===== src/design/dlr_pkg.sv =====
`timescale 1ns / 1ps
// ----------------------------------------------------------------------------
// dlr_pkg
// Shared types, constants and helpers for the dirty-row display refresh block.
// ----------------------------------------------------------------------------
package dlr_pkg;

  localparam int WIDTH       = 96;
  localparam int HEIGHT      = 64;
  localparam int PIXEL_BYTES = 2;

  localparam int PIXELS      = WIDTH * HEIGHT;
  localparam int ADDR_W      = $clog2(PIXELS);
  localparam int ROW_W       = 6;
  localparam int COL_W       = 8;
  localparam int TOTAL_BYTES = WIDTH * PIXEL_BYTES;
  localparam int BYTE_W      = $clog2(TOTAL_BYTES);
  localparam int CMD_BYTES   = 6;
  localparam int PIX_W       = 16;

  localparam logic [6:0] NO_FOLLOW = 7'd127;

  // configuration register indexes and reset values
  localparam logic [7:0] CFG_COLUMN_COMMAND = 8'd0;
  localparam logic [7:0] CFG_ROW_COMMAND    = 8'd1;
  localparam logic [7:0] COLUMN_COMMAND_RST = 8'd21;
  localparam logic [7:0] ROW_COMMAND_RST    = 8'd117;

  // positions in the address window command sequence
  localparam logic [BYTE_W-1:0] CB_COL_CMD   = BYTE_W'(0);
  localparam logic [BYTE_W-1:0] CB_COL_START = BYTE_W'(1);
  localparam logic [BYTE_W-1:0] CB_COL_END   = BYTE_W'(2);
  localparam logic [BYTE_W-1:0] CB_ROW_CMD   = BYTE_W'(3);
  localparam logic [BYTE_W-1:0] CB_ROW_START = BYTE_W'(4);
  localparam logic [BYTE_W-1:0] CB_ROW_END   = BYTE_W'(CMD_BYTES - 1);

  typedef enum logic [1:0] {
    OP_REFRESH = 2'd0,
    OP_RUN     = 2'd1,
    OP_FILL    = 2'd2,
    OP_MARK    = 2'd3
  } op_t;

  typedef enum logic [1:0] {
    PH_IDLE = 2'd0,
    PH_CMD  = 2'd1,
    PH_DATA = 2'd2
  } phase_t;

  typedef struct packed {
    logic [1:0]  opcode;
    logic [6:0]  column;
    logic [5:0]  row;
    logic [6:0]  run_length;
    logic [15:0] pixel_color;
  } in_item_t;

  typedef struct packed {
    logic [7:0] spi_byte;
    logic       is_data;
    logic [5:0] line_sent;
    logic       last;
  } out_item_t;

  typedef struct packed {
    logic latch;
    logic sweep_step;
    logic sweep_zero;
    logic run_init;
    logic run_step;
    logic mark_all;
    logic search_init;
    logic search_step;
    logic emit_cmd;
    logic read_px;
    logic emit_data;
  } dp_cmd_t;

  typedef struct packed {
    op_t    op;
    logic   row_ok;
    phase_t phase;
    logic   sweep_last;
    logic   run_done;
    logic   found;
    logic   follow_hit;
    logic   search_last;
  } dp_status_t;

  function automatic logic [ADDR_W-1:0] pixel_addr(logic [ROW_W-1:0] r, logic [COL_W-1:0] c);
    return ADDR_W'(r) * ADDR_W'(WIDTH) + ADDR_W'(c);
  endfunction

  function automatic logic [ROW_W-1:0] row_next(logic [ROW_W-1:0] r);
    return (r == ROW_W'(HEIGHT - 1)) ? '0 : r + 1'b1;
  endfunction

endpackage


===== src/design/dlr_ctrl.sv =====
`timescale 1ns / 1ps
// ----------------------------------------------------------------------------
// dlr_ctrl
// Sequencer: clear pass, command decode, fill and run sweeps, row search and
// byte emission steps.
// ----------------------------------------------------------------------------
module dlr_ctrl (
  input  logic                clk,
  input  logic                rst,
  input  logic                start,
  output logic                busy,
  input  dlr_pkg::dp_status_t status,
  output dlr_pkg::dp_cmd_t    cmd
);
  import dlr_pkg::*;

  typedef enum logic [3:0] {
    ST_CLEAR,
    ST_IDLE,
    ST_DECODE,
    ST_FILL,
    ST_RUN,
    ST_SEARCH,
    ST_CMD,
    ST_READ,
    ST_DATA
  } state_t;

  state_t state, state_next;

  always_comb begin
    cmd        = '0;
    state_next = state;
    case (state)
      ST_CLEAR: begin
        cmd.sweep_step = 1'b1;
        cmd.sweep_zero = 1'b1;
        if (status.sweep_last) state_next = ST_IDLE;
      end
      ST_IDLE: begin
        if (start) begin
          cmd.latch  = 1'b1;
          state_next = ST_DECODE;
        end
      end
      ST_DECODE: begin
        case (status.op)
          OP_RUN: begin
            if (status.row_ok) begin
              cmd.run_init = 1'b1;
              state_next   = ST_RUN;
            end else begin
              state_next = ST_IDLE;
            end
          end
          OP_FILL: begin
            cmd.mark_all = 1'b1;
            state_next   = ST_FILL;
          end
          OP_MARK: begin
            cmd.mark_all = 1'b1;
            state_next   = ST_IDLE;
          end
          default: begin
            case (status.phase)
              PH_CMD:  state_next = ST_CMD;
              PH_DATA: state_next = ST_READ;
              default: begin
                cmd.search_init = 1'b1;
                state_next      = ST_SEARCH;
              end
            endcase
          end
        endcase
      end
      ST_FILL: begin
        cmd.sweep_step = 1'b1;
        if (status.sweep_last) state_next = ST_IDLE;
      end
      ST_RUN: begin
        if (status.run_done) begin
          state_next = ST_IDLE;
        end else begin
          cmd.run_step = 1'b1;
        end
      end
      ST_SEARCH: begin
        cmd.search_step = 1'b1;
        if (status.found) begin
          state_next = status.follow_hit ? ST_READ : ST_CMD;
        end else if (status.search_last) begin
          state_next = ST_IDLE;
        end
      end
      ST_CMD: begin
        cmd.emit_cmd = 1'b1;
        state_next   = ST_IDLE;
      end
      ST_READ: begin
        cmd.read_px = 1'b1;
        state_next  = ST_DATA;
      end
      ST_DATA: begin
        cmd.emit_data = 1'b1;
        state_next    = ST_IDLE;
      end
      default: state_next = ST_IDLE;
    endcase
  end

  always_ff @(posedge clk) begin
    if (rst) begin
      state <= ST_CLEAR;
      busy  <= 1'b1;
    end else begin
      state <= state_next;
      busy  <= (state_next != ST_IDLE);
    end
  end

  // only one source drives the RAM address at a time
  a_ram_owner: assert property (@(posedge clk) disable iff (rst)
    $onehot0({cmd.sweep_step, cmd.run_step, cmd.read_px}))
    else $error("dlr_ctrl: more than one RAM access in a cycle");

  // an idle controller issues no work to the datapath
  a_idle_quiet: assert property (@(posedge clk) disable iff (rst)
    !busy |-> !(cmd.sweep_step || cmd.run_step || cmd.emit_cmd || cmd.emit_data
               || cmd.search_step))
    else $error("dlr_ctrl: datapath work issued while not busy");

  // a transfer of a new item starts with its decode
  a_accept_decode: assert property (@(posedge clk) disable iff (rst)
    (start && !busy) |=> (state == ST_DECODE))
    else $error("dlr_ctrl: accepted item not decoded");

endmodule


===== config.mk =====
export PLATFORM = sky130hd
export DESIGN_NAME = dlr_ctrl
export DESIGN_NICKNAME = d
export VERILOG_FILES = /design/src/design/dlr_pkg.sv /design/src/design/dlr_ctrl.sv
export SDC_FILE = /design/constraint.sdc
export NUM_CORES = 1
export LEC_CHECK = 0
export ABC_AREA = 1
export BUFFER_PORTS_ARGS = -buffer_cell sky130_fd_sc_hd__buf_2
export CAP_MARGIN = 40
export CELL_PAD_IN_SITES_DETAIL_PLACEMENT = 2
export CELL_PAD_IN_SITES_GLOBAL_PLACEMENT = 2
export CORE_MARGIN = 2
export CORE_UTILIZATION = 19
export DETAILED_ROUTE_END_ITERATION = 6
export PLACE_DENSITY = 0.74
export REMOVE_ABC_BUFFERS = 1
export SETUP_SLACK_MARGIN = 0.02
export SLEW_MARGIN = 15
export SYNTH_ARGS = -nofsm -noshare
export SYNTH_HDL_FRONTEND = slang
export SYNTH_SLANG_ARGS = --single-unit

===== constraint.sdc =====
create_clock -name clk -period 1.8 [get_ports clk]
set_clock_uncertainty 0.2 [all_clocks]
set_input_delay 0.27 -clock clk [delete_from_list [all_inputs] [get_ports clk]]
set_output_delay 0.27 -clock clk [all_outputs]
set_load 0.01 [all_outputs]

==> flow_summary_export.csv, run 1 <==
group,metric,value,unit
global_route,grtUsageTotal,12.9,%
place,place_ws,277,ps
clocking,cts.htree.levels,1,
place,dp.cells,137,
setup_path,reg2reg_slack,350,ps
die,dieArea,0.00285,mm2
global_route,grt_pass1_vias,622,
pwr,comb_power_share,35.2,%
setup_path,critical_path_buf_inv_count,3,
die,fp-row-count,17,
pwr,clkPwrFrac,30.8,%
sta,finalCritPeriodShare,92.2,%
setup_path,crit_slowest_cell,"dfxtp_1",
pwr,power_density,619,mW/mm2
sta,maxSlewViolCount,0,
sta,tns,0,ps
synth,synth_top_area_share,21.6,%
routing,drt-initial-drc-count,2,
final_layout,final_cell_mix,"24 x buf_2, 22 x nand2_1, 17 x inv_1",
synth,yosysWarnings,0,
sta,layout_min_cycle_time,1660,ps
routing,postRouteAntennaNets,0,
min_path,hold_class,"primary input to flip-flop",
synth,yosysSeqAreaShare,21.6,%
die,fp.dieW,53.4,um
routing,routed_via_density,4.32,
clocking,clock-sinks,5,
setup_path,path_cells,"inv_1 -> nand2_2 -> nor2_1 -> nand2_1 -> inv_1 -> buf_2",
clocking,cts_buffers,3,
routing,routed-via-count,609,
place,placement.io_buffers,24,
run,cap_violations,0,
routing,remaining_drc_errors,0,
routing,drtPass1Iterations,2,
global_route,antenna_found_initial,0,
final_layout,layout_commonest_cell,"buf_2",
setup_path,cp_top_family,"flip-flops",
clocking,cts_hold_buf,0,
setup_path,cp.arrival,1190,ps
final_layout,n_fill_cell,311,
synth,synthesis.area,463,um2
place,hpwl,1.49,mm
sta,tightest_slew,229,ps
setup_path,required,1330,ps
pwr,p_switching,0.139,mW
final_layout,fin_cells,141,
setup_path,r2r_end,"busy",
clocking,cts_resized,0,
min_path,min_to,"state[1]",
synth,synth_cell_types,18,
pwr,pwr-share-seq,34.0,%
setup_path,reg2regPathDepth,6,
final_layout,syn_to_final_growth,39.7,%
setup_path,endpoint_kind,"primary output",
clocking,path_clk_slew,40,ps
synth,synth_top_area_cell,"dfxtp_1",
final_layout,post_route_cells_drive_above_1_share,33.6,%
sta,whs,36.1,ps
clocking,cts_tree,"built",
setup_path,path_max_fanout,5,
clocking,cts_root_buf,"clkbuf_4",
setup_path,timing.rr.start,"state[2]",
synth,postSynthCellCount,85,
pwr,power_leakage,0.392,nW
synth,ys_seq_elements,5,
pwr,p_int,0.261,mW
clocking,clk_path_buf_depth,2,
global_route,grt_pass1_wl,2.68,mm
sta,setup_ws,140,ps
outcome,status,"finished, final reports clean",
clocking,post_cts_buffers,0,
die,num_io_pins,25,
setup_path,cp_common_cell,"inv_1",
routing,routed_wirelength,1.64,mm
setup_path,startpoint_type,"flip-flop",
pwr,ir_drop,0.000372,V
setup_path,path_class,"flip-flop to primary output",
pwr,p_sw_share,34.8,%
global_route,overflow,0,
sta,max_freq,602,MHz
sta,hold_viol,0,
final_layout,n_antenna_cell,0,
min_path,worstHoldStart,"rst",
sta,setup_viol,0,
die,core,0.00225,mm2
global_route,grt_max_degree,8,
sta,slew_headroom,84.7,%
die,die_h,53.4,um
clocking,clkLatencyLatePin,230,ps
sta,rsz0062_at_grt,"false",
min_path,hold_depth,2,
routing,wl_per_cell,11.6,um
synth,synth.area.top_cells,"dfxtp_1 22%, nand2_1 18%, inv_1 14%",
setup_path,max_stage_delay,400,ps
synth,synth_area_per_cell,5.45,um2
final_layout,nets,128,
place,place_congestion,0.759,
die,initial_utilization,20.5,%
[worst max path at each step]
stage	depth (start not counted)	to	slack [ps]	start
6_report	6	cmd[6]	140	state[3]
5_1_grt	6	cmd[6]	30	state[3]
4_1_cts	5	cmd[5]	60	state[1]
3_5_place_dp	10	busy	280	status[6]
3_3_place_gp	10	busy	330	status[6]
2_1_floorplan	6	busy	480	state[2]
[cells by family after synthesis]
logic type,synth area share [%]
buf+inv,15.4
flops,21.6
compound gates,7.84
fa+ha+maj,2.70
simple gates,52.4
[sequential cells by signal (all words and copies together) (netlist names)]
| signal | flops |
|---|---|
| state | 4 |
| busy | 1 |
[layout make-up]
cell class | instances | area (um2) | share of cell area (%)
flip-flops and latches | 5 | 103 | 15.9
well taps | 28 | 35.0 | 5.42
clock buffers | 4 | 26.3 | 4.06
repair buffers | 24 | 120 | 18.6
inverters | 19 | 71.3 | 11.0
multi-input cells | 61 | 292 | 45.1
[Yosys cell counts (all sizes together)]
master	instances
ha	1
nand4	1
a21oi	2
clkinv	1
nor3	2
o21a	1
nor2	19
nand2	24
nand3	8
o21ai	3
inv	18
dfxtp	5
[worst reg2reg max path, delay by kind of cell, from the launching register on]
family | cells | cell delay (ps)
flops | 1 | 360
compound gates | 2 | 250
buf+inv | 1 | 100
simple gates | 3 | 420
[power by group through the flow]
stage	registers (mW)	logic, mW	clock network, mW
finish	0.136	0.141	0.123
CTS	0.135	0.144	0.130
floorplan	0.136	0.0847	0
global placement	0.135	0.139	0
global route	0.138	0.162	0.142
detailed placement	0.137	0.144	0
[metal layers]
layer / share of wire (%) / GRT usage, %
met5: 0 / 0
met4: 0 / 3.85
met3: 3.4 / 1.13
met2: 52 / 22.8
met1: 45 / 16.2
[per-stage QoR]
stage / util (%) / power, mW / cell area [um2]
4_1_cts: 28.6 / 0.409 / 644
2_1_floorplan: - / 0.221 / 463
6_report: 28.7 / 0.400 / 647
3_3_place_gp: 27.4 / 0.275 / 618
5_1_grt: 28.7 / 0.442 / 647
3_5_place_dp: 27.4 / 0.280 / 618
No activity file was read; power rests on OpenSTA's default activity.
==> run 2, diff against run 1 <==
--- a/config.mk
+++ b/config.mk
@@ -13,6 +13,7 @@
 export CORE_MARGIN = 2
 export CORE_UTILIZATION = 19
 export DETAILED_ROUTE_END_ITERATION = 6
+export GPL_TIMING_DRIVEN = 0
 export PLACE_DENSITY = 0.74
 export REMOVE_ABC_BUFFERS = 1
 export SETUP_SLACK_MARGIN = 0.02
==> run 2 against run 1 <==
  * Wire length fell by 5.5%
  * Via count rose by 0.82%
  * Cell count stayed put
  * Fmax is 0.81% lower
  * Sequential cell count unchanged
  * Worst hold slack improved by 3.2 ps
  * Die area stayed put
  * Critical path type unchanged
  * Critical endpoint unchanged
  * Highest routed layer unchanged
==> flow_summary_export.csv, run 2 (synthesis results as in run 1) <==
group,metric,value,unit
place,place_congestion,0.745,
place,dp.cells,137,
final_layout,post_route_cells_drive_above_1_share,38.1,%
min_path,min_to,"state[1]",
routing,wl_per_cell,11.0,um
final_layout,n_antenna_cell,0,
clocking,cts_tree,"built",
setup_path,reg2reg_slack,400,ps
clocking,cts_buffers,3,
setup_path,r2r_end,"busy",
setup_path,max_stage_delay,340,ps
global_route,grt_max_degree,8,
global_route,grtUsageTotal,12.9,%
sta,finalCritPeriodShare,93.0,%
sta,layout_min_cycle_time,1670,ps
outcome,status,"finished, final reports clean",
min_path,worstHoldStart,"rst",
setup_path,path_class,"flip-flop to primary output",
final_layout,regArea,104,um2
pwr,power_density,615,mW/mm2
setup_path,critPathLaunch,"state[1]",
final_layout,fin_cells,141,
final_layout,nets,128,
final_layout,layout_commonest_cell,"buf_2",
place,placement.io_buffers,24,
global_route,antenna_found_initial,0,
setup_path,endpoint_kind,"primary output",
routing,routed-via-count,614,
die,initial_utilization,20.5,%
sta,tightest_slew,194,ps
die,num_io_pins,25,
pwr,power_leakage,0.392,nW
die,fp-row-count,17,
routing,routed_via_density,4.35,
clocking,path_clk_slew,40,ps
routing,drtPass1Iterations,3,
setup_path,cp_common_cell,"inv_1",
sta,setup_viol,0,
clocking,clkLatencyLatePin,230,ps
final_layout,final_cell_mix,"24 x buf_2, 21 x nand2_1, 16 x inv_1",
clocking,post_cts_buffers,0,
sta,max_freq,597,MHz
place,dpl_cell_area,618,um2
global_route,grt_pass1_wl,2.69,mm
sta,setup_ws,126,ps
final_layout,post-route-cell-area,656,um2
setup_path,path_cells,"inv_1 -> nand2_2 -> nor2_2 -> nand2_1 -> inv_1 -> buf_2",
sta,tns,0,ps
sta,rsz0062_at_grt,"true",
final_layout,top_register,"state",
place,place_ws,254,ps
setup_path,startpoint_type,"flip-flop",
run,cap_violations,0,
setup_path,path_max_fanout,6,
sta,whs,39.3,ps
min_path,hold_class,"primary input to flip-flop",
routing,routed_wirelength,1.55,mm
sta,maxSlewViolCount,0,
pwr,ir_drop,0.000408,V
setup_path,timing.rr.start,"state[1]",
min_path,hold_depth,2,
sta,slew_headroom,87.0,%
global_route,overflow,0,
final_layout,n_fill_cell,296,
routing,remaining_drc_errors,0,
global_route,grt_pass1_vias,671,
clocking,clock-sinks,5,
sta,hold_viol,0,
clocking,cts.htree.levels,1,
place,hpwl,1.41,mm
final_layout,fin_util,29.1,%
routing,postRouteAntennaNets,0,
setup_path,required,1330,ps
die,core,0.00225,mm2
setup_path,cp.arrival,1200,ps
clocking,clk_path_buf_depth,2,
clocking,cts_hold_buf,0,
final_layout,largest_reg_flops,4,
final_layout,largestRegisters,"state: 4 flops, busy: 1 flops",
final_layout,multiInputGateArea,299,um2
setup_path,reg2regPathDepth,8,
final_layout,syn_to_final_growth,41.6,%
die,dieArea,0.00285,mm2
routing,drt-initial-drc-count,1,
die,die_h,53.4,um
die,fp.dieW,53.4,um
setup_path,crit_slowest_cell,"dfxtp_2",
clocking,cts_root_buf,"clkbuf_4",
pwr,power,0.403,mW
-- run 2: final cells by class --
| type | count | share of cell area (%) |
|---|---|---|
| Sequential cell | 5 | 15.8 |
| Clock buffer | 4 | 4.01 |
| Inverter | 19 | 10.9 |
| Tap cell | 28 | 5.34 |
| Multi-Input combinational cell | 61 | 45.6 |
| Timing Repair Buffer | 24 | 18.3 |
-- run 2: how the worst max path moves through the flow --
stage | cells after the start | to
global placement | 6 | cmd[6]
detailed placement | 6 | cmd[6]
CTS | 6 | cmd[6]
floorplan | 6 | busy
global route | 6 | cmd[6]
finish | 6 | cmd[6]
-- run 2: timing repair --
item	in CTS	in global routing
pin swaps	0	0
resized for setup	3	4
cloned	0	0
endpoints found under the setup margin	1	3
-- run 2: power by group --
part | switching [mW] | total, mW | leakage (nW) | internal [mW]
clock network | 0.0403 | 0.124 | 0.0150 | 0.0834
registers | 0.0136 | 0.137 | 0.0421 | 0.124
logic | 0.0868 | 0.142 | 0.335 | 0.0549
total | 0.141 | 0.403 | 0.392 | 0.262
-- run 2: layer usage --
metal / vias up / GRT usage, % / wire [um]
li1: 316 / - / -
met1: 289 / 15.8 / 713
met2: 9 / 23.0 / 797
met3: 0 / 1.69 / 36
met4: 0 / 3.85 / 0
met5: - / 0 / 0
-- run 2: worst max-delay path: cells and delay by family, from the launching register on --
kind,cells,cell delay [ps]
simple gates,3,310
buf+inv,3,320
flops,1,340
